--- src/rtl/core/tlt_pkg.sv ---
// Shared constants and register indexes for the tensor layout transpose addresser.
package tlt_pkg;

    // Fixed field widths
    localparam int ADDR_W        = 44;
    localparam int ELEM_W        = 32;
    localparam int COUNT_W       = 13;
    localparam int BATCH_COUNT_W = 9;
    localparam int OUT_TDATA_W   = 80;   // address + bits, padded to whole bytes

    // Configuration port
    localparam int CFG_INDEX_W = 3;
    localparam int CFG_DATA_W  = 13;

    localparam logic [CFG_INDEX_W-1:0] REG_DIRECTION       = 3'd0;
    localparam logic [CFG_INDEX_W-1:0] REG_ACCUMULATE_MODE = 3'd1;
    localparam logic [CFG_INDEX_W-1:0] REG_BATCH_COUNT     = 3'd2;
    localparam logic [CFG_INDEX_W-1:0] REG_CHANNEL_COUNT   = 3'd3;
    localparam logic [CFG_INDEX_W-1:0] REG_ROW_COUNT       = 3'd4;
    localparam logic [CFG_INDEX_W-1:0] REG_COLUMN_COUNT    = 3'd5;

    // Accumulate mode code that requests add-into-destination
    localparam logic ADD_TO = 1'b1;

    // Parameter defaults
    localparam int ELEMENT_BITS_DEF = 32;
    localparam int DIM_BITS_DEF     = 12;
    localparam int BATCH_BITS_DEF   = 8;
    localparam int QUEUE_DEPTH_DEF  = 4;

endpackage

--- src/rtl/core/tensor_layout_transpose_addresser.sv ---
// Top level of the NCHW/NHWC tensor layout transpose addresser.
//
// Feed the tensor one element per transfer in source layout order; each element comes
// back with its element index in the other layout (direction 0: NCHW to NHWC,
// 1: NHWC to NCHW), its bits masked to ELEMENT_BITS, the add-to flag on tuser and
// tlast on the tensor's final element, after which the position counters wrap to
// zero. The block takes one element per clock and returns one result per clock
// while the result side is ready; an element passes through the input queue and
// then the three multiply-add stages that build the address, the last of which is
// the output register. The queue of QUEUE_DEPTH entries between the counters and
// the address stages lets the input keep flowing while the output stalls, until
// the queue is full. Write the registers only while the block is idle; writes
// never touch the counters.
module tensor_layout_transpose_addresser #(
    parameter int ELEMENT_BITS = tlt_pkg::ELEMENT_BITS_DEF,
    parameter int DIM_BITS     = tlt_pkg::DIM_BITS_DEF,
    parameter int BATCH_BITS   = tlt_pkg::BATCH_BITS_DEF,
    parameter int QUEUE_DEPTH  = tlt_pkg::QUEUE_DEPTH_DEF
) (
    input  logic                             aclk,
    input  logic                             aresetn,
    input  logic                             cfg_wr_en,
    input  logic [tlt_pkg::CFG_INDEX_W-1:0]  cfg_index,
    input  logic [tlt_pkg::CFG_DATA_W-1:0]   cfg_wdata,
    input  logic                             s_tvalid,
    output logic                             s_tready,
    input  logic [tlt_pkg::ELEM_W-1:0]       s_tdata,   // [31:0] element_bits
    output logic                             m_tvalid,
    input  logic                             m_tready,
    output logic [tlt_pkg::OUT_TDATA_W-1:0]  m_tdata,   // [43:0] dest_address, [75:44] dest_bits
    output logic                             m_tuser,   // [0] accumulate
    output logic                             m_tlast
);
    import tlt_pkg::*;

    localparam int ENTRY_W = BATCH_BITS + 3 * COUNT_W + 3 * DIM_BITS + ELEM_W + 2;

    logic q_full, q_push, q_pop, q_valid;
    logic [ENTRY_W-1:0] q_wr_data, q_rd_data;

    logic [BATCH_BITS-1:0] f_batch,  b_batch;
    logic [COUNT_W-1:0]    f_k1, f_k2, f_k3, b_k1, b_k2, b_k3;
    logic [DIM_BITS-1:0]   f_p1, f_p2, f_p3, b_p1, b_p2, b_p3;
    logic [ELEM_W-1:0]     f_bits, b_bits;
    logic                  f_acc, f_last, b_acc, b_last;

    tlt_front #(
        .ELEMENT_BITS (ELEMENT_BITS),
        .DIM_BITS     (DIM_BITS),
        .BATCH_BITS   (BATCH_BITS)
    ) u_front (
        .aclk          (aclk),
        .aresetn       (aresetn),
        .cfg_wr_en     (cfg_wr_en),
        .cfg_index     (cfg_index),
        .cfg_wdata     (cfg_wdata),
        .s_tvalid      (s_tvalid),
        .s_tready      (s_tready),
        .s_tdata       (s_tdata),
        .q_full        (q_full),
        .q_push        (q_push),
        .op_batch      (f_batch),
        .op_k1         (f_k1),
        .op_k2         (f_k2),
        .op_k3         (f_k3),
        .op_p1         (f_p1),
        .op_p2         (f_p2),
        .op_p3         (f_p3),
        .op_bits       (f_bits),
        .op_accumulate (f_acc),
        .op_last       (f_last)
    );

    // Pack and unpack queue entries
    assign q_wr_data = {f_last, f_acc, f_bits, f_p3, f_p2, f_p1, f_k3, f_k2, f_k1, f_batch};
    assign {b_last, b_acc, b_bits, b_p3, b_p2, b_p1, b_k3, b_k2, b_k1, b_batch} = q_rd_data;

    tlt_queue #(
        .WIDTH (ENTRY_W),
        .DEPTH (QUEUE_DEPTH)
    ) u_queue (
        .aclk     (aclk),
        .aresetn  (aresetn),
        .push     (q_push),
        .wr_data  (q_wr_data),
        .full     (q_full),
        .pop      (q_pop),
        .rd_valid (q_valid),
        .rd_data  (q_rd_data)
    );

    tlt_back #(
        .DIM_BITS   (DIM_BITS),
        .BATCH_BITS (BATCH_BITS)
    ) u_back (
        .aclk          (aclk),
        .aresetn       (aresetn),
        .q_valid       (q_valid),
        .q_pop         (q_pop),
        .op_batch      (b_batch),
        .op_k1         (b_k1),
        .op_k2         (b_k2),
        .op_k3         (b_k3),
        .op_p1         (b_p1),
        .op_p2         (b_p2),
        .op_p3         (b_p3),
        .op_bits       (b_bits),
        .op_accumulate (b_acc),
        .op_last       (b_last),
        .m_tvalid      (m_tvalid),
        .m_tready      (m_tready),
        .m_tdata       (m_tdata),
        .m_tuser       (m_tuser),
        .m_tlast       (m_tlast)
    );

endmodule

--- src/rtl/core/tlt_front.sv ---
// Front end: configuration registers, position counters and address operand selection.
module tlt_front #(
    parameter int ELEMENT_BITS = tlt_pkg::ELEMENT_BITS_DEF,
    parameter int DIM_BITS     = tlt_pkg::DIM_BITS_DEF,
    parameter int BATCH_BITS   = tlt_pkg::BATCH_BITS_DEF
) (
    input  logic                             aclk,
    input  logic                             aresetn,
    input  logic                             cfg_wr_en,
    input  logic [tlt_pkg::CFG_INDEX_W-1:0]  cfg_index,
    input  logic [tlt_pkg::CFG_DATA_W-1:0]   cfg_wdata,
    input  logic                             s_tvalid,
    output logic                             s_tready,
    input  logic [tlt_pkg::ELEM_W-1:0]       s_tdata,    // [31:0] element_bits
    input  logic                             q_full,
    output logic                             q_push,
    output logic [BATCH_BITS-1:0]            op_batch,
    output logic [tlt_pkg::COUNT_W-1:0]      op_k1,
    output logic [tlt_pkg::COUNT_W-1:0]      op_k2,
    output logic [tlt_pkg::COUNT_W-1:0]      op_k3,
    output logic [DIM_BITS-1:0]              op_p1,
    output logic [DIM_BITS-1:0]              op_p2,
    output logic [DIM_BITS-1:0]              op_p3,
    output logic [tlt_pkg::ELEM_W-1:0]       op_bits,
    output logic                             op_accumulate,
    output logic                             op_last
);
    import tlt_pkg::*;

    localparam int unsigned DIM_MAX   = 32'd1 << DIM_BITS;
    localparam int unsigned BATCH_MAX = 32'd1 << BATCH_BITS;
    localparam logic [63:0] ELEM_MASK64 =
        (ELEMENT_BITS >= 64) ? {64{1'b1}} : ((64'd1 << ELEMENT_BITS) - 64'd1);
    localparam logic [ELEM_W-1:0] ELEM_MASK = ELEM_MASK64[ELEM_W-1:0];

    // Zero acts as one, oversized counts clamp to the counter range
    function automatic logic [COUNT_W-1:0] eff_count(input logic [COUNT_W-1:0] raw,
                                                     input int unsigned max_count);
        logic [COUNT_W-1:0] r;
        if (raw == '0) begin
            r = COUNT_W'(1);
        end else if (32'(raw) > max_count) begin
            r = COUNT_W'(max_count);
        end else begin
            r = raw;
        end
        return r;
    endfunction

    logic                     direction_reg;
    logic                     accumulate_mode_reg;
    logic [BATCH_COUNT_W-1:0] batch_count_reg;
    logic [COUNT_W-1:0]       channel_count_reg;
    logic [COUNT_W-1:0]       row_count_reg;
    logic [COUNT_W-1:0]       column_count_reg;

    logic [BATCH_BITS-1:0] batch_pos_reg,  batch_pos_next;
    logic [DIM_BITS-1:0]   outer_pos_reg,  outer_pos_next;
    logic [DIM_BITS-1:0]   middle_pos_reg, middle_pos_next;
    logic [DIM_BITS-1:0]   inner_pos_reg,  inner_pos_next;

    logic [COUNT_W-1:0] nb, nc, nh, nw;
    logic [COUNT_W-1:0] outer_n, middle_n, inner_n;
    logic batch_end, outer_end, middle_end, inner_end, last;

    // Write configuration registers
    always_ff @(posedge aclk) begin
        if (!aresetn) begin
            direction_reg       <= 1'b0;
            accumulate_mode_reg <= 1'b0;
            batch_count_reg     <= BATCH_COUNT_W'(1);
            channel_count_reg   <= COUNT_W'(1);
            row_count_reg       <= COUNT_W'(1);
            column_count_reg    <= COUNT_W'(1);
        end else if (cfg_wr_en) begin
            unique case (cfg_index)
                REG_DIRECTION:       direction_reg       <= cfg_wdata[0];
                REG_ACCUMULATE_MODE: accumulate_mode_reg <= cfg_wdata[0];
                REG_BATCH_COUNT:     batch_count_reg     <= cfg_wdata[BATCH_COUNT_W-1:0];
                REG_CHANNEL_COUNT:   channel_count_reg   <= cfg_wdata;
                REG_ROW_COUNT:       row_count_reg       <= cfg_wdata;
                REG_COLUMN_COUNT:    column_count_reg    <= cfg_wdata;
                default: ;
            endcase
        end
    end

    // Effective counts and per-direction loop order
    always_comb begin
        nb = eff_count(COUNT_W'(batch_count_reg), BATCH_MAX);
        nc = eff_count(channel_count_reg, DIM_MAX);
        nh = eff_count(row_count_reg, DIM_MAX);
        nw = eff_count(column_count_reg, DIM_MAX);
        if (direction_reg) begin
            outer_n = nh; middle_n = nw; inner_n = nc;
        end else begin
            outer_n = nc; middle_n = nh; inner_n = nw;
        end
    end

    // A counter at or beyond its last index wraps on its next advance
    assign batch_end  = (32'(batch_pos_reg)  + 32'd1) >= 32'(nb);
    assign outer_end  = (32'(outer_pos_reg)  + 32'd1) >= 32'(outer_n);
    assign middle_end = (32'(middle_pos_reg) + 32'd1) >= 32'(middle_n);
    assign inner_end  = (32'(inner_pos_reg)  + 32'd1) >= 32'(inner_n);
    assign last       = batch_end && outer_end && middle_end && inner_end;

    assign s_tready = !q_full;
    assign q_push   = s_tvalid && !q_full;

    // Advance the nested counters; clear all after the final element
    always_comb begin
        inner_pos_next  = inner_pos_reg;
        middle_pos_next = middle_pos_reg;
        outer_pos_next  = outer_pos_reg;
        batch_pos_next  = batch_pos_reg;
        if (q_push) begin
            inner_pos_next = inner_end ? '0 : inner_pos_reg + 1'b1;
            if (inner_end) begin
                middle_pos_next = middle_end ? '0 : middle_pos_reg + 1'b1;
                if (middle_end) begin
                    outer_pos_next = outer_end ? '0 : outer_pos_reg + 1'b1;
                    if (outer_end) begin
                        batch_pos_next = batch_end ? '0 : batch_pos_reg + 1'b1;
                    end
                end
            end
            if (last) begin
                inner_pos_next  = '0;
                middle_pos_next = '0;
                outer_pos_next  = '0;
                batch_pos_next  = '0;
            end
        end
    end

    always_ff @(posedge aclk) begin
        if (!aresetn) begin
            batch_pos_reg  <= '0;
            outer_pos_reg  <= '0;
            middle_pos_reg <= '0;
            inner_pos_reg  <= '0;
        end else begin
            batch_pos_reg  <= batch_pos_next;
            outer_pos_reg  <= outer_pos_next;
            middle_pos_reg <= middle_pos_next;
            inner_pos_reg  <= inner_pos_next;
        end
    end

    // Map positions onto the multiply-add chain of the destination layout
    always_comb begin
        op_batch = batch_pos_reg;
        if (direction_reg) begin
            op_k1 = nc; op_p1 = inner_pos_reg;
            op_k2 = nh; op_p2 = outer_pos_reg;
            op_k3 = nw; op_p3 = middle_pos_reg;
        end else begin
            op_k1 = nh; op_p1 = middle_pos_reg;
            op_k2 = nw; op_p2 = inner_pos_reg;
            op_k3 = nc; op_p3 = outer_pos_reg;
        end
        op_bits       = s_tdata & ELEM_MASK;
        op_accumulate = (accumulate_mode_reg == ADD_TO);
        op_last       = last;
    end

    property p_last_clears;
        @(posedge aclk) disable iff (!aresetn)
            q_push && last |=> (batch_pos_reg == '0) && (outer_pos_reg == '0) &&
                               (middle_pos_reg == '0) && (inner_pos_reg == '0);
    endproperty
    a_last_clears: assert property (p_last_clears)
        else $error("counters not cleared after final element");

    property p_hold_without_transfer;
        @(posedge aclk) disable iff (!aresetn)
            !q_push |=> $stable(inner_pos_reg) && $stable(batch_pos_reg);
    endproperty
    a_hold_without_transfer: assert property (p_hold_without_transfer)
        else $error("position moved without an input transfer");

endmodule

--- src/rtl/core/tlt_queue.sv ---
// Short FIFO between the front end and the address pipeline.
module tlt_queue #(
    parameter int WIDTH = 8,
    parameter int DEPTH = tlt_pkg::QUEUE_DEPTH_DEF
) (
    input  logic             aclk,
    input  logic             aresetn,
    input  logic             push,
    input  logic [WIDTH-1:0] wr_data,
    output logic             full,
    input  logic             pop,
    output logic             rd_valid,
    output logic [WIDTH-1:0] rd_data
);
    import tlt_pkg::*;

    localparam int PTR_W = (DEPTH > 1) ? $clog2(DEPTH) : 1;
    localparam int CNT_W = $clog2(DEPTH + 1);

    logic [WIDTH-1:0] entry_reg [DEPTH];
    logic [PTR_W-1:0] wr_ptr_reg, rd_ptr_reg;
    logic [CNT_W-1:0] count_reg;
    logic             do_pop;

    assign full     = (count_reg == CNT_W'(DEPTH));
    assign rd_valid = (count_reg != '0);
    assign rd_data  = entry_reg[rd_ptr_reg];
    assign do_pop   = pop && rd_valid;

    // Store incoming entries
    always_ff @(posedge aclk) begin
        if (push) begin
            entry_reg[wr_ptr_reg] <= wr_data;
        end
    end

    // Move pointers and occupancy
    always_ff @(posedge aclk) begin
        if (!aresetn) begin
            wr_ptr_reg <= '0;
            rd_ptr_reg <= '0;
            count_reg  <= '0;
        end else begin
            if (push) begin
                wr_ptr_reg <= (wr_ptr_reg == PTR_W'(DEPTH - 1)) ? '0 : wr_ptr_reg + 1'b1;
            end
            if (do_pop) begin
                rd_ptr_reg <= (rd_ptr_reg == PTR_W'(DEPTH - 1)) ? '0 : rd_ptr_reg + 1'b1;
            end
            if (push && !do_pop) begin
                count_reg <= count_reg + 1'b1;
            end else if (do_pop && !push) begin
                count_reg <= count_reg - 1'b1;
            end
        end
    end

    property p_no_overflow;
        @(posedge aclk) disable iff (!aresetn) push |-> !full;
    endproperty
    a_no_overflow: assert property (p_no_overflow)
        else $error("queue written while full");

endmodule

--- src/rtl/core/tlt_back.sv ---
// Back end: three multiply-add stages that form the destination address, with output register.
module tlt_back #(
    parameter int DIM_BITS   = tlt_pkg::DIM_BITS_DEF,
    parameter int BATCH_BITS = tlt_pkg::BATCH_BITS_DEF
) (
    input  logic                              aclk,
    input  logic                              aresetn,
    input  logic                              q_valid,
    output logic                              q_pop,
    input  logic [BATCH_BITS-1:0]             op_batch,
    input  logic [tlt_pkg::COUNT_W-1:0]       op_k1,
    input  logic [tlt_pkg::COUNT_W-1:0]       op_k2,
    input  logic [tlt_pkg::COUNT_W-1:0]       op_k3,
    input  logic [DIM_BITS-1:0]               op_p1,
    input  logic [DIM_BITS-1:0]               op_p2,
    input  logic [DIM_BITS-1:0]               op_p3,
    input  logic [tlt_pkg::ELEM_W-1:0]        op_bits,
    input  logic                              op_accumulate,
    input  logic                              op_last,
    output logic                              m_tvalid,
    input  logic                              m_tready,
    output logic [tlt_pkg::OUT_TDATA_W-1:0]   m_tdata,   // [43:0] dest_address, [75:44] dest_bits
    output logic                              m_tuser,   // [0] accumulate
    output logic                              m_tlast
);
    import tlt_pkg::*;

    logic adv;

    logic              s1_valid_reg;
    logic [ADDR_W-1:0] s1_addr_reg;
    logic [COUNT_W-1:0] s1_k2_reg, s1_k3_reg;
    logic [DIM_BITS-1:0] s1_p2_reg, s1_p3_reg;
    logic [ELEM_W-1:0] s1_bits_reg;
    logic              s1_acc_reg, s1_last_reg;

    logic              s2_valid_reg;
    logic [ADDR_W-1:0] s2_addr_reg;
    logic [COUNT_W-1:0] s2_k3_reg;
    logic [DIM_BITS-1:0] s2_p3_reg;
    logic [ELEM_W-1:0] s2_bits_reg;
    logic              s2_acc_reg, s2_last_reg;

    logic              out_valid_reg;
    logic [ADDR_W-1:0] out_addr_reg;
    logic [ELEM_W-1:0] out_bits_reg;
    logic              out_acc_reg, out_last_reg;

    // Whole pipeline moves when the output register is free or being taken
    assign adv   = !out_valid_reg || m_tready;
    assign q_pop = adv && q_valid;

    // Advance valid bits
    always_ff @(posedge aclk) begin
        if (!aresetn) begin
            s1_valid_reg  <= 1'b0;
            s2_valid_reg  <= 1'b0;
            out_valid_reg <= 1'b0;
        end else if (adv) begin
            s1_valid_reg  <= q_valid;
            s2_valid_reg  <= s1_valid_reg;
            out_valid_reg <= s2_valid_reg;
        end
    end

    // Multiply-add chain, modulo the address width
    always_ff @(posedge aclk) begin
        if (adv) begin
            s1_addr_reg  <= ADDR_W'(op_batch) * ADDR_W'(op_k1) + ADDR_W'(op_p1);
            s1_k2_reg    <= op_k2;
            s1_k3_reg    <= op_k3;
            s1_p2_reg    <= op_p2;
            s1_p3_reg    <= op_p3;
            s1_bits_reg  <= op_bits;
            s1_acc_reg   <= op_accumulate;
            s1_last_reg  <= op_last;

            s2_addr_reg  <= s1_addr_reg * ADDR_W'(s1_k2_reg) + ADDR_W'(s1_p2_reg);
            s2_k3_reg    <= s1_k3_reg;
            s2_p3_reg    <= s1_p3_reg;
            s2_bits_reg  <= s1_bits_reg;
            s2_acc_reg   <= s1_acc_reg;
            s2_last_reg  <= s1_last_reg;

            out_addr_reg <= s2_addr_reg * ADDR_W'(s2_k3_reg) + ADDR_W'(s2_p3_reg);
            out_bits_reg <= s2_bits_reg;
            out_acc_reg  <= s2_acc_reg;
            out_last_reg <= s2_last_reg;
        end
    end

    assign m_tvalid = out_valid_reg;
    assign m_tdata  = {{(OUT_TDATA_W - ADDR_W - ELEM_W){1'b0}}, out_bits_reg, out_addr_reg};
    assign m_tuser  = out_acc_reg;
    assign m_tlast  = out_last_reg;

    property p_stage_reaches_output;
        @(posedge aclk) disable iff (!aresetn) s2_valid_reg && adv |=> out_valid_reg;
    endproperty
    a_stage_reaches_output: assert property (p_stage_reaches_output)
        else $error("pipeline entry lost before output register");

endmodule
--- config.mk ---
export PLATFORM = sky130hd
export DESIGN_NAME = tensor_layout_transpose_addresser
export DESIGN_NICKNAME = d
export VERILOG_FILES = /design/src/rtl/core/tlt_pkg.sv /design/src/rtl/core/tensor_layout_transpose_addresser.sv /design/src/rtl/core/tlt_front.sv /design/src/rtl/core/tlt_queue.sv /design/src/rtl/core/tlt_back.sv
export SDC_FILE = /design/constraint.sdc
export NUM_CORES = 2
export LEC_CHECK = 0
export ABC_CLOCK_PERIOD_IN_PS = 12550
export BUFFER_PORTS_ARGS = -buffer_cell sky130_fd_sc_hd__buf_4
export CAP_MARGIN = 20
export CORE_ASPECT_RATIO = 1.4
export CORE_UTILIZATION = 43
export DETAILED_ROUTE_END_ITERATION = 12
export PLACE_DENSITY = 0.67
export SETUP_SLACK_MARGIN = 0.3
export SLEW_MARGIN = 20
export SYNTH_ARGS = -nofsm -noshare
export SYNTH_HDL_FRONTEND = slang
export SYNTH_SLANG_ARGS = --single-unit
--- constraint.sdc ---
create_clock -name aclk -period 12.55 [get_ports aclk]
set_input_delay 2.51 -clock aclk [delete_from_list [all_inputs] [get_ports aclk]]
set_output_delay 2.51 -clock aclk [all_outputs]
set_load 0.005 [all_outputs]
==> impl_results.md <==
* Data arrival, critical path at between 7 and 8 ns
* Clk sinks at 855
* Max Cap Violations at 0
* Cts bufs inserted at 84
* Die area at 0.141 sq mm
* Hold_buf cts at 0
* Min Tclk post-route at 7.03 ns
* Clock Latency Late Sink at roughly 0.73 ns
* # DRC at 0
* Area growth from synthesis to layout at 9.33%
* Final hold vios at 0
* GRT Total Usage at 0.186
* Synth top area share at 0.375
* Final setup fails at 0
* Most frequent cell after synthesis: edfxtp_1
* Number of flip-flops under the largest register name at 468
* Starting Density at 0.435
* Worst EP required at 12.98 ns
* Worst min-delay path class: reg -> reg
* Synth cell types at 80
* Post-Syn Area at 0.0600 sq mm
* Slew Viols, Final at 0
* Async set-reset flop share out of synthesis at 0
* Final wirelength at around 130000 um
* Vias in the first global route at 38500
* Post-CTS Setup Bufs at 0
* Share of layout cells above drive strength 1 at 0.0996
* Seq/Total Area, Yosys at 0.410
* Row count at about 160
* Fill count at 12100
* RSZ-0062 raised after global routing: no
* Worst-margin pin slew at roughly 1.2 ns
* Core area at 0.138 sq mm
* Mapped Avg Cell Area at approximately 12 sq um
* Remaining antenna violation count at 0
* Hold WS at 0.401 ns
* IO buf count at 132
* DP Wirelength at 93800 um
* CTS Buffer Depth at 3
* Initial antenna violation count at 1
* Synth top cells by count: edfxtp_1, fa_1, nand2_1, inv_1, and2_1
* GP Congestion at 0.862
* CTS tree: built
* IO Pins at 137
* Ys flop type: edfxtp_1
* Status: completed
* Initial DRC Count at 2269
* Drt pass-1 iters at 6
* Routed len/inst at 19.0 um
* Reg clk slew, reported paths at approximately 0.060 ns
* Worst setup SP type: flop
* Final #Nets at 5975
* Final setup TNS at 0 ns
* Relative slew slack at 0.198
* Grt ovf at 0
* Kind of critical path: reg -> reg
* Via Count at roughly 36000
* Pin count of the biggest net entering global routing at 190
* Hold wc startpoint: u_back.s1_bits_reg[1]
* Die height at 444 um
* Post-Synthesis Cells at approximately 4900
* Root Driver: clkbuf_16
* Seq cells post-synth at roughly 860
* Post-DR vias/cell at 5.29
* DIE WIDTH at 318 um
* FF-to-FF Start: u_back.s1_k2_reg[3]
* Clock skew at 0.0552 ns
* CTS resizes at 0
* Area leader, netlist: edfxtp_1
* CTS H-tree depth at 3
* First-pass GRT wire length at 207000 um
* CP Capture Type: flop
* Crit path max fanout at 22
* Largest cells by area after synthesis: edfxtp_1, fa_1, ha_1, mux4_2, nand2_1
* Post-synth EDFFs at 749
* FMAX at 142 MHz
* Fin crit share at 0.560
* Critical Path Source: u_back.s1_k2_reg[3]
* Syn. warnings at 0
-- routing by layer --
| layer | GRT usage | part of all wire | vias to the layer above |
|---|---|---|---|
| met5 | 0 | 0 | - |
| met4 | 0.0767 | 0.038 | 0 |
| met3 | 0.0233 | 0.039 | 238 |
| met2 | 0.336 | 0.52 | 822 |
| met1 | 0.223 | 0.40 | 18400 |
| li1 | - | - | 16300 |
-- cell usage in the layout (no fill, tap or decap), drive strengths merged, types with 14 or more instances in the layout --
master and n:
ha 330, xor2 51, nor3 28, mux4 117, mux2 39, and3 45, o21a 19, o21ai 68
a21o 56, inv 631, nand2b 16, nand3 41, nor2 95, a22o 34, and2 382, edfxtp 749
fa 693, a21oi 163, dfxtp 106, xnor2 92, nor2b 16, nor4 15, nand3b 14, buf 173
clkbuf 104, o21bai 15, clkinv 29, nand2 668, a22oi 29
-- metrics by stage --
step / utilization / area [sq um] / setup slack [ns] / instances
after floorplan: - / 60000 / 2.01 / 4861
after global placement: 0.454 / 62700 / 5.26 / 6601
after detailed placement: 0.454 / 62700 / 5.18 / 6601
after CTS: 0.474 / 65500 / 5.18 / 6750
after global routing: 0.475 / 65600 / 5.23 / 6756
final: 0.475 / 65600 / 5.52 / 6756
-- critical path: stages (launching register included) --
cell      delay [ns]
edfxtp_1        0.66
and2_1          0.27
fa_1            0.53
inv_1           0.05
fa_1            0.52
inv_1           0.05
fa_1            0.50
inv_1           0.05
fa_1            0.47
inv_1           0.05
fa_1            0.52
inv_1           0.06
fa_1            0.53
inv_1           0.04
ha_1            0.37
nand2_1         0.10
nor3_1          0.43
nor4_2          0.13
or4_4           0.56
a211oi_2        0.32
a22o_4          0.18
o31a_1          0.14
a21oi_1         0.08
xnor2_1         0.12
-- area by class of cell --
class | instances | area (sq um) | area share
Antenna cell | 1 | 2.50 | 0.0000382
Clock buffer | 104 | 2240 | 0.0341
Inverter | 626 | 2360 | 0.0360
Clock inverter | 45 | 559 | 0.00853
Timing Repair Buffer | 173 | 1360 | 0.0208
Multi-Input combinational cell | 3159 | 32200 | 0.491
Sequential cell | 855 | 24600 | 0.376
Tap cell | 1793 | 2240 | 0.0342
-- path summary, 6_finish.rpt --
path / end / slack (ns) / cells past startpoint
max: u_back.s2_addr_reg[35] / 5.52 / 23
min: u_back.s2_bits_reg[1] / 0.40 / 0
max reg2reg: u_back.s2_addr_reg[35] / 5.52 / 23
min reg2reg: u_back.s2_bits_reg[1] / 0.40 / 0
-- cells by family after synthesis --
group	after synthesis	share of synthesized area
AND/OR/NAND/NOR	1345	0.108
multiplexers	164	0.0526
flip-flops	855	0.410
adder cells (fa/ha/maj)	1023	0.300
AO/OA/AOI/OAI	480	0.0543
other	1	0.0000625
XOR/XNOR	143	0.0209
buffers and inverters	847	0.0536
Power is left out: the tool's default activity adds up to more than one toggle a clock period on the data nets, which glitch-free logic cannot reach.
